**src/design/agr_pkg.sv**
```systemverilog
// ---------------------------------------------------------------------------
// agr_pkg
// Shared constants for the array gcd reducer.
// ---------------------------------------------------------------------------
package agr_pkg;

    // Default width of an array element and of the gcd result
    localparam int unsigned VALUE_WIDTH = 31;

endpackage

```
**src/design/agr_if.sv**
```systemverilog
// ---------------------------------------------------------------------------
// agr_if
// Valid/ready channels of the array gcd reducer: element input, gcd output.
// ---------------------------------------------------------------------------
interface agr_in_if #(
    parameter int unsigned VALUE_WIDTH = agr_pkg::VALUE_WIDTH
);
    logic                   valid;
    logic                   ready;
    logic [VALUE_WIDTH-1:0] value;
    logic                   last;

    modport source (output valid, output value, output last, input ready);
    modport sink   (input valid, input value, input last, output ready);
endinterface

interface agr_out_if #(
    parameter int unsigned VALUE_WIDTH = agr_pkg::VALUE_WIDTH
);
    logic                   valid;
    logic                   ready;
    logic [VALUE_WIDTH-1:0] gcd_value;

    modport source (output valid, output gcd_value, input ready);
    modport sink   (input valid, input gcd_value, output ready);
endinterface

```
**src/design/array_gcd_reducer.sv**
```systemverilog
// ---------------------------------------------------------------------------
// array_gcd_reducer
// Folds a stream of array elements into their greatest common divisor.
// ---------------------------------------------------------------------------
// Usage:
//   i_in  : one element per transaction (value, last). The running gcd
//           starts at zero; each element is folded in by binary gcd.
//   o_res : one transaction per array, after the element marked last,
//           carrying the gcd of all elements of that array.
// Operation:
//   Each element is processed alone; i_in.ready is high only between
//   elements. The difference of the two operands is formed by a bit-serial
//   subtractor over the full operand width; trailing zeros are shifted out
//   one bit a cycle. An element skips the subtract passes when either
//   operand is zero; otherwise passes repeat until the difference is zero.
// Reset: clears the running gcd to zero and empties the output register.
// Stall: the result waits in an output register; the next array is taken
//   in at once and only its last element waits while o_res is still full.
// ---------------------------------------------------------------------------
module array_gcd_reducer #(
    parameter int unsigned VALUE_WIDTH = agr_pkg::VALUE_WIDTH
) (
    input  logic      i_clk,
    input  logic      i_rst_n,
    agr_in_if.sink    i_in,
    agr_out_if.source o_res
);
    import agr_pkg::*;

    localparam int unsigned CW = $clog2(VALUE_WIDTH);
    localparam logic [CW-1:0] CNT_LAST = CW'(VALUE_WIDTH - 1);

    typedef enum logic [3:0] {
        ST_IDLE,
        ST_ZERO,
        ST_TWOS,
        ST_STRIPA,
        ST_STRIPB,
        ST_SUB,
        ST_SCALE,
        ST_DONE
    } t_state;

    t_state                 r_state, n_state;
    logic [VALUE_WIDTH-1:0] r_run, n_run;
    logic [VALUE_WIDTH-1:0] r_a, n_a;
    logic [VALUE_WIDTH-1:0] r_b, n_b;
    logic [VALUE_WIDTH-1:0] r_d1, n_d1;
    logic [VALUE_WIDTH-1:0] r_d2, n_d2;
    logic [VALUE_WIDTH-1:0] r_out, n_out;
    logic                   r_out_valid, n_out_valid;
    logic                   r_last, n_last;
    logic [CW-1:0]          r_cnt, n_cnt;
    logic [CW-1:0]          r_k, n_k;
    logic                   r_br1, n_br1;
    logic                   r_br2, n_br2;
    logic                   r_nz, n_nz;

    // serial subtractor bits: d1 = a - b, d2 = b - a
    logic s_dbit1, s_dbit2, s_bor1, s_bor2, s_eq;

    assign s_eq    = ~(r_a[0] ^ r_b[0]);
    assign s_dbit1 = r_a[0] ^ r_b[0] ^ r_br1;
    assign s_dbit2 = r_a[0] ^ r_b[0] ^ r_br2;
    assign s_bor1  = (~r_a[0] & r_b[0]) | (s_eq & r_br1);
    assign s_bor2  = (~r_b[0] & r_a[0]) | (s_eq & r_br2);

    assign i_in.ready      = (r_state == ST_IDLE);
    assign o_res.valid     = r_out_valid;
    assign o_res.gcd_value = r_out;

    always_comb begin
        n_state     = r_state;
        n_run       = r_run;
        n_a         = r_a;
        n_b         = r_b;
        n_d1        = r_d1;
        n_d2        = r_d2;
        n_out       = r_out;
        n_out_valid = r_out_valid & ~o_res.ready;
        n_last      = r_last;
        n_cnt       = r_cnt;
        n_k         = r_k;
        n_br1       = r_br1;
        n_br2       = r_br2;
        n_nz        = r_nz;

        unique case (r_state)
            ST_IDLE: begin
                if (i_in.valid) begin
                    n_a     = r_run;
                    n_b     = i_in.value;
                    n_last  = i_in.last;
                    n_k     = '0;
                    n_state = ST_ZERO;
                end
            end
            ST_ZERO: begin
                // gcd(0,x) = x
                if (r_a == '0) begin
                    n_a     = r_b;
                    n_state = ST_SCALE;
                end else if (r_b == '0) begin
                    n_state = ST_SCALE;
                end else begin
                    n_state = ST_TWOS;
                end
            end
            ST_TWOS: begin
                if (!r_a[0] && !r_b[0]) begin
                    n_a = r_a >> 1;
                    n_b = r_b >> 1;
                    n_k = r_k + 1'b1;
                end else begin
                    n_state = ST_STRIPA;
                end
            end
            ST_STRIPA: begin
                if (!r_a[0]) begin
                    n_a = r_a >> 1;
                end else begin
                    n_state = ST_STRIPB;
                end
            end
            ST_STRIPB: begin
                if (!r_b[0]) begin
                    n_b = r_b >> 1;
                end else begin
                    n_cnt   = '0;
                    n_br1   = 1'b0;
                    n_br2   = 1'b0;
                    n_nz    = 1'b0;
                    n_state = ST_SUB;
                end
            end
            ST_SUB: begin
                // operands rotate through their full width, back to their original value at the end of the pass
                n_a   = {r_a[0], r_a[VALUE_WIDTH-1:1]};
                n_b   = {r_b[0], r_b[VALUE_WIDTH-1:1]};
                n_d1  = {s_dbit1, r_d1[VALUE_WIDTH-1:1]};
                n_d2  = {s_dbit2, r_d2[VALUE_WIDTH-1:1]};
                n_br1 = s_bor1;
                n_br2 = s_bor2;
                n_nz  = r_nz | s_dbit1;
                n_cnt = r_cnt + 1'b1;
                if (r_cnt == CNT_LAST) begin
                    n_cnt = '0;
                    if (!(r_nz | s_dbit1)) begin
                        n_state = ST_SCALE;
                    end else if (s_bor1) begin
                        n_b     = {s_dbit2, r_d2[VALUE_WIDTH-1:1]};
                        n_state = ST_STRIPB;
                    end else begin
                        n_a     = {s_dbit1, r_d1[VALUE_WIDTH-1:1]};
                        n_state = ST_STRIPA;
                    end
                end
            end
            ST_SCALE: begin
                if (r_k != '0) begin
                    n_a = r_a << 1;
                    n_k = r_k - 1'b1;
                end else begin
                    n_state = ST_DONE;
                end
            end
            ST_DONE: begin
                if (!r_last) begin
                    n_run   = r_a;
                    n_state = ST_IDLE;
                end else if (!r_out_valid || o_res.ready) begin
                    n_out_valid = 1'b1;
                    n_out       = r_a;
                    n_run       = '0;
                    n_state     = ST_IDLE;
                end
            end
            default: n_state = ST_IDLE;
        endcase
    end

    always_ff @(posedge i_clk) begin
        if (!i_rst_n) begin
            r_state     <= ST_IDLE;
            r_run       <= '0;
            r_out_valid <= 1'b0;
            r_cnt       <= '0;
        end else begin
            r_state     <= n_state;
            r_run       <= n_run;
            r_out_valid <= n_out_valid;
            r_cnt       <= n_cnt;
        end
        r_a    <= n_a;
        r_b    <= n_b;
        r_d1   <= n_d1;
        r_d2   <= n_d2;
        r_out  <= n_out;
        r_last <= n_last;
        r_k    <= n_k;
        r_br1  <= n_br1;
        r_br2  <= n_br2;
        r_nz   <= n_nz;
    end

    // both operands odd when a subtract pass starts
    a_sub_odd: assert property (@(posedge i_clk) disable iff (!i_rst_n)
        (r_state == ST_STRIPB && n_state == ST_SUB) |-> (r_a[0] && r_b[0]))
        else $error("subtract pass started with an even operand");

    // bit counter idles at zero outside the subtract pass
    a_cnt_idle: assert property (@(posedge i_clk) disable iff (!i_rst_n)
        (r_state != ST_SUB) |-> (r_cnt == '0))
        else $error("bit counter running outside subtract pass");

    // a taken result empties the output register unless a new one lands
    a_out_drain: assert property (@(posedge i_clk) disable iff (!i_rst_n)
        (r_out_valid && o_res.ready && !(r_state == ST_DONE && r_last))
        |=> !r_out_valid)
        else $error("output register not emptied after transaction");

    // running gcd is cleared once a result is issued
    a_run_clear: assert property (@(posedge i_clk) disable iff (!i_rst_n)
        (r_state == ST_DONE && r_last && n_state == ST_IDLE) |=> (r_run == '0))
        else $error("running gcd not cleared after last element");

endmodule

```
**src/flat_wrapper.sv**
```systemverilog
// flat-port wrapper written by rule: the top's interface ports become plain ports
module array_gcd_reducer_flat import agr_pkg::*;
#(
    parameter int unsigned VALUE_WIDTH = agr_pkg::VALUE_WIDTH
)
  (i_clk, i_rst_n, i_in_valid, i_in_value, i_in_last, i_in_ready, o_res_valid, o_res_gcd_value, o_res_ready);
  agr_in_if #(.VALUE_WIDTH(VALUE_WIDTH)) i_in_i ();
  agr_out_if #(.VALUE_WIDTH(VALUE_WIDTH)) o_res_i ();
  input  logic i_clk;
  input  logic i_rst_n;
  input wire logic [$bits(i_in_i.valid)-1:0] i_in_valid;
  input wire logic [$bits(i_in_i.value)-1:0] i_in_value;
  input wire logic [$bits(i_in_i.last)-1:0] i_in_last;
  output wire logic [$bits(i_in_i.ready)-1:0] i_in_ready;
  output wire logic [$bits(o_res_i.valid)-1:0] o_res_valid;
  output wire logic [$bits(o_res_i.gcd_value)-1:0] o_res_gcd_value;
  input wire logic [$bits(o_res_i.ready)-1:0] o_res_ready;
  assign i_in_i.valid = i_in_valid;
  assign i_in_i.value = i_in_value;
  assign i_in_i.last = i_in_last;
  assign i_in_ready = i_in_i.ready;
  assign o_res_valid = o_res_i.valid;
  assign o_res_gcd_value = o_res_i.gcd_value;
  assign o_res_i.ready = o_res_ready;
  array_gcd_reducer #(.VALUE_WIDTH(VALUE_WIDTH)) u_core (.i_clk(i_clk), .i_rst_n(i_rst_n), .i_in(i_in_i), .o_res(o_res_i));
endmodule
```
**config.mk**
```make
export PLATFORM = sky130hd
export DESIGN_NAME = array_gcd_reducer_flat
export DESIGN_NICKNAME = d
export VERILOG_FILES = /design/src/design/agr_pkg.sv /design/src/design/agr_if.sv /design/src/design/array_gcd_reducer.sv /design/src/flat_wrapper.sv
export SDC_FILE = /design/constraint.sdc
export NUM_CORES = 1
export LEC_CHECK = 0
export BUFFER_PORTS_ARGS = -buffer_cell sky130_fd_sc_hd__buf_2
export CORE_MARGIN = 2
export CORE_UTILIZATION = 60
export DETAILED_ROUTE_END_ITERATION = 10
export GPL_ROUTABILITY_DRIVEN = 0
export PLACE_DENSITY = 0.8
export SYNTH_ARGS = -nofsm -noshare
export SYNTH_HDL_FRONTEND = slang
export SYNTH_SLANG_ARGS = --single-unit
```
**constraint.sdc**
```tcl
create_clock -name i_clk -period 4.4 [get_ports i_clk]
set_input_delay 0.22 -clock i_clk [delete_from_list [all_inputs] [get_ports i_clk]]
set_output_delay 0.22 -clock i_clk [all_outputs]
set_load 0.005 [all_outputs]
```
Word level (Yosys, flattened, before mapping). Cells that the tools add are included.

Add/subtract/negate cells: 3. Equal/unequal tests: 21. Muxes and demuxes: 45. Bitwise gates (word level): 15. Reductions and logical operators: 23.

Operator list (count): $mux W31 (16); $pmux W31 S6 (1); $pmux W31 S4 (1); $logic_not A31 Y1 (2); $mux W4 (10); $pmux W4 S8 (1); $mux W5 (5); $eq A4 B3 Y1 const B (4); $pmux W5 S3 (1); $ne A2 B1 Y1 const B (6); $ne A2 B2 Y1 const B (6); $add A5 B1 Y5 const B (2); $pmux W5 S2 (1); $eq A4 B2 Y1 const B (2); $reduce_and A4 Y1 (2); $reduce_and A7 Y1 (1); $mux W3 (2); $pmux W1 S2 (3); $reduce_and A2 Y1 (3); $reduce_and A3 Y1 (2); $reduce_and A6 Y1 (1); $reduce_bool A6 Y1 (1); $and A1 B1 Y1 (5); $eq A5 B5 Y1 const B (1); 16 further kinds (28).

Register bits after elaboration: 205. Bits of input ports: 36. Output and inout port bits: 33. Word-level logic and storage cells: 123.

Logic depth before layout (Yosys ltp).
Depth after elaboration: 8. Gate-level depth with buffers: 9. Gate-level depth less buffers: 7.

Worst setup path before layout. No wires, ideal clock.

Path type: reg2reg. Start point: register u_core.r_a[0]. End point: register u_core.r_a[10] (enable). Setup time: 0.463 ns. Data arrival time: 3.598 ns. Required time: 3.937 ns. Path slack: 0.339 ns. Cell stages (with the launch flop): 6. Period minus slack after synthesis: 4.061 ns. Cells stage by stage: edfxtp_1 > nor4_1 > nand4_1 > o21a_1 > a311oi_1 > a21boi_0.

Word-level cells in the longest chain between the ends: 4. Elaborated cells on any way between the ends: 7. Classes of those cells: eq/ne: 3; reduce/logical: 4.

RTL lines: start: declaration (line array_gcd_reducer.sv:46) `logic [VALUE_WIDTH-1:0] r_a, n_a;`; start signal: assignment (line array_gcd_reducer.sv:194) `r_a <= n_a;`; branches (longest 3 deep; another with $logic_not A31 Y1); $reduce_and A6 Y1 (no source line) (*).

Every way passes the cells marked *. A chain may end at the register's enable or synchronous reset.

Worst setup path in the final report.
Start point: register u_core.r_a[0]. End point: register u_core.r_a[29], data pin.

Word-level cells in the longest chain between the ends: 8. Elaborated cells on any way between the ends: 12. Classes of those cells: mux: 4; bitwise: 8.

RTL lines: $xor A1 B1 Y1 (line array_gcd_reducer.sv:62, array_gcd_reducer.sv:63); $not A1 Y1 (line array_gcd_reducer.sv:62) `assign s_eq = ~(r_a[0] ^ r_b[0]);`; $and A1 B1 Y1 (line array_gcd_reducer.sv:65) `assign s_bor1 = (~r_a[0] & r_b[0]) | (s_eq & r_br1);`; $or A1 B1 Y1 (line array_gcd_reducer.sv:65); $mux W31 (line array_gcd_reducer.sv:150) `end else if (s_bor1) begin`; $mux W31 (*) (line array_gcd_reducer.sv:148) `if (!(r_nz | s_dbit1)) begin`; $mux W31 (*) (line array_gcd_reducer.sv:146) `if (r_cnt == CNT_LAST) begin`; $pmux W31 S6 (*) (line array_gcd_reducer.sv:88) `unique case (r_state)`; via u_core.n_a[29] (line array_gcd_reducer.sv:46).

The timed path passes the listed nets; every way through them passes the cells marked *.

==> results.toml <==
[run_status]
status = "complete, no violations"

[critical_path]
crit_path_end_kind = "flip-flop"
crit_path_start_kind = "flip-flop"
critPathMaxStageDelay_ns = 1.00
crit_slowest_cell = "o21ai_2"
path_delay_family = "compound AO/OA/AOI/OAI gates"
crit_required_ns = 4.73
crit_chain = "inv_1 -> fa_1 -> nor2b_1 -> nor3_1 -> o21ai_2 -> nand2_1 -> a31oi_1"
crit_type = "flip-flop to flip-flop"
cp_data_arrival_time_ns = 3.78
worst-path-buf-inv = 1
critPathMaxFanout = 28

[grt]
grt_pass1_vias = 6115
grt_pass1_wl_um = 32700
grt_use_total = 0.256
grt_overflow = 0
grt_max_degree = 53
antenna_found_initial = 0

[layout]
layout_common_cells = "edfxtp_1 (162), nand2_1 (75), buf_2 (68), inv_1 (67), nor2_1 (49)"
drive_gt1_frac = 0.147
areaGrowthSynthToFinish_pct = 12.9
seqCellArea_um2 = 5670
multi_input_area_um2 = 2720
final_util = 0.690
nets = 848
n_antenna_cell = 0
layoutNonFillerInstCount = 1002
fill_cells = 1043
final_common_cell = "edfxtp_1"

[power_and_ir_drop]
total_power_mw = 6.67
pwr_density_cell_nw_per_um2 = 671
peakVddDrop_mv = 0.354
leakagePower_nw = 3.56

[floorplanning]
initial_utilization = 0.611
core_area_um2 = 14400
die_h_um = 125
die_w_um = 125
pin_count = 69
dieArea_um2 = 15700
rows = 44

[cts]
clock_path_buffers = 3
cts_setup_buffers = 0
htree_levels = 1
insertion_delay_ns = 0.50
clock-sinks = 202
cts_tree = "built"
path_clk_slew_ns = 0.06
cts-root-buf = "clkbuf_16"
numCtsBuffers = 21

[yosys]
synth_nets = 794
synth_cells = 749
yosys_most_used_dff = "edfxtp_1"
synthArstFlopShare = 0
synth_edf_count = 162
synth.area.top_cells = "edfxtp_1 (55%), dfxtp_1 (9.1%), a222oi_1 (3.4%)"
synth.yosys.seq_area_share = 0.642
syn_area_um2 = 8820
synth_area_per_cell_um2 = 11.8
yosys.area.top_type = "edfxtp_1"
synth_top_area_frac = 0.552
ys_warn_count = 0
synth.distinct_cells = 51
ys_seq_elements = 202

[sta]
post-route-min-period_ns = 3.45
maxSlewHeadroom = 0.132
clock.fmax_ghz = 0.290
finalHoldViolCount = 0
setup_tns_ns = 0
fin_ws_ns = 0.950
fin_worst_skew_ns = 0.0135
period_share = 0.784
rsz0062_at_grt = "false"
report.final.slew_viol_count = 0
setup_viol = 0
tightestPinTransition_ns = 1.30

[routing]
drt-vias-per-instance = 6.53
routed_wl_um = 20800
drcViolationCount = 0
dr.pass1.iters = 6
drt-wirelength-per-cell_um = 20.7
final_antenna_net_count = 0
routed-via-count = 6540
drt_iter0_drc = 906

[run]
maxCapViolCount = 0

[placed_design]
io_buffers = 68
dpl.cell_count = 963
pre_cts_ws_ns = 1.13
place_hpwl_um = 13200

[hold_path]
hold_class = "primary input to flip-flop"
==> synth_stat cells (4+ instances only) <==
cell type  instances
nand3_1            4
mux2i_1            4
buf_2              9
and2_1             5
edfxtp_1         162
nor3_1             6
o21ai_0            9
a31oi_1           30
clkbuf_1          38
a22oi_1           31
nor2_1            53
nor4_1            14
dfxtp_1           40
nand4_1            5
nand2_1           75
ha_1               6
nor2b_1           39
nand2b_1           6
inv_1             67
a21oi_1           39
a222oi_1          30
o221ai_1          30
==> worst paths after layout <==
check	cells after the start	from	endpoint	slack (ns)
setup / recovery	7	u_core.r_a[0]	u_core.r_a[29]	0.95
hold / removal	3	i_in_value[16]	u_core.r_b[16]	0.03
setup reg to reg	7	u_core.r_a[0]	u_core.r_a[29]	0.95
hold reg to reg	0	u_core.r_d1[18]	u_core.r_d1[17]	0.45
==> through the flow <==
step,hold WS [ns],instance area (um^2)
2_1_floorplan,0.319,8820
3_3_place_gp,0.399,9300
3_5_place_dp,0.399,9300
4_1_cts,0.0197,9950
5_1_grt,0.0342,9950
6_report,0.0309,9950
==> routing by layer <==
metal,global-route usage,share of wire,vias up
met1,0.367,0.39,3121
met4,0.0699,0.022,0
li1,-,-,2932
met5,0,0,-
met2,0.415,0.47,452
met3,0.0415,0.11,35
==> repair_timing <==
| item | CTS | global route |
|---|---|---|
| hold buffers | 1 | 0 |
| endpoints found under the hold margin | 1 | 0 |
| resized for setup | 0 | 0 |
| endpoints found under the setup margin | 0 | 0 |
==> flip-flops by register name (all words and copies together) (netlist names) <==
register / cells
u_core.o_res.gcd_value: 31
u_core.r_a: 31
u_core.r_b: 31
u_core.r_run: 31
u_core.r_d1: 30
u_core.r_d2: 30
u_core.r_cnt: 5
u_core.r_k: 5
u_core.r_state: 3
u_core.o_res.valid: 1
u_core.r_br1: 1
u_core.r_br2: 1
u_core.r_last: 1
u_core.r_nz: 1
==> tightest hold or removal path, stage by stage <==
cell and delay (ns):
buf_2 0.08, a222oi_1 0.07, inv_1 0.05
==> layout make-up <==
cell class	instances	area share
timing repair buffer	81	0.0442
clock inverter	9	0.00742
clock buffer	29	0.0568
tap	184	0.0231
inverter	68	0.0256
sequential	202	0.569
multi-input combinational	429	0.274
==> where the power goes <==
part | internal (mW) | total [mW] | switching (mW)
clock | 0.958 | 1.66 | 0.704
sequential | 2.68 | 3.12 | 0.441
combinational | 0.675 | 1.89 | 1.21
total | 4.32 | 6.67 | 2.36
==> cells by family after synthesis <==
family	share of synthesized area
simple gates	0.119
flops	0.642
compound gates	0.163
buf+inv	0.0515
fa+ha+maj	0.0153
xor+xnor	0.00397
mux	0.00454
Power figures use the tool's default switching activity.
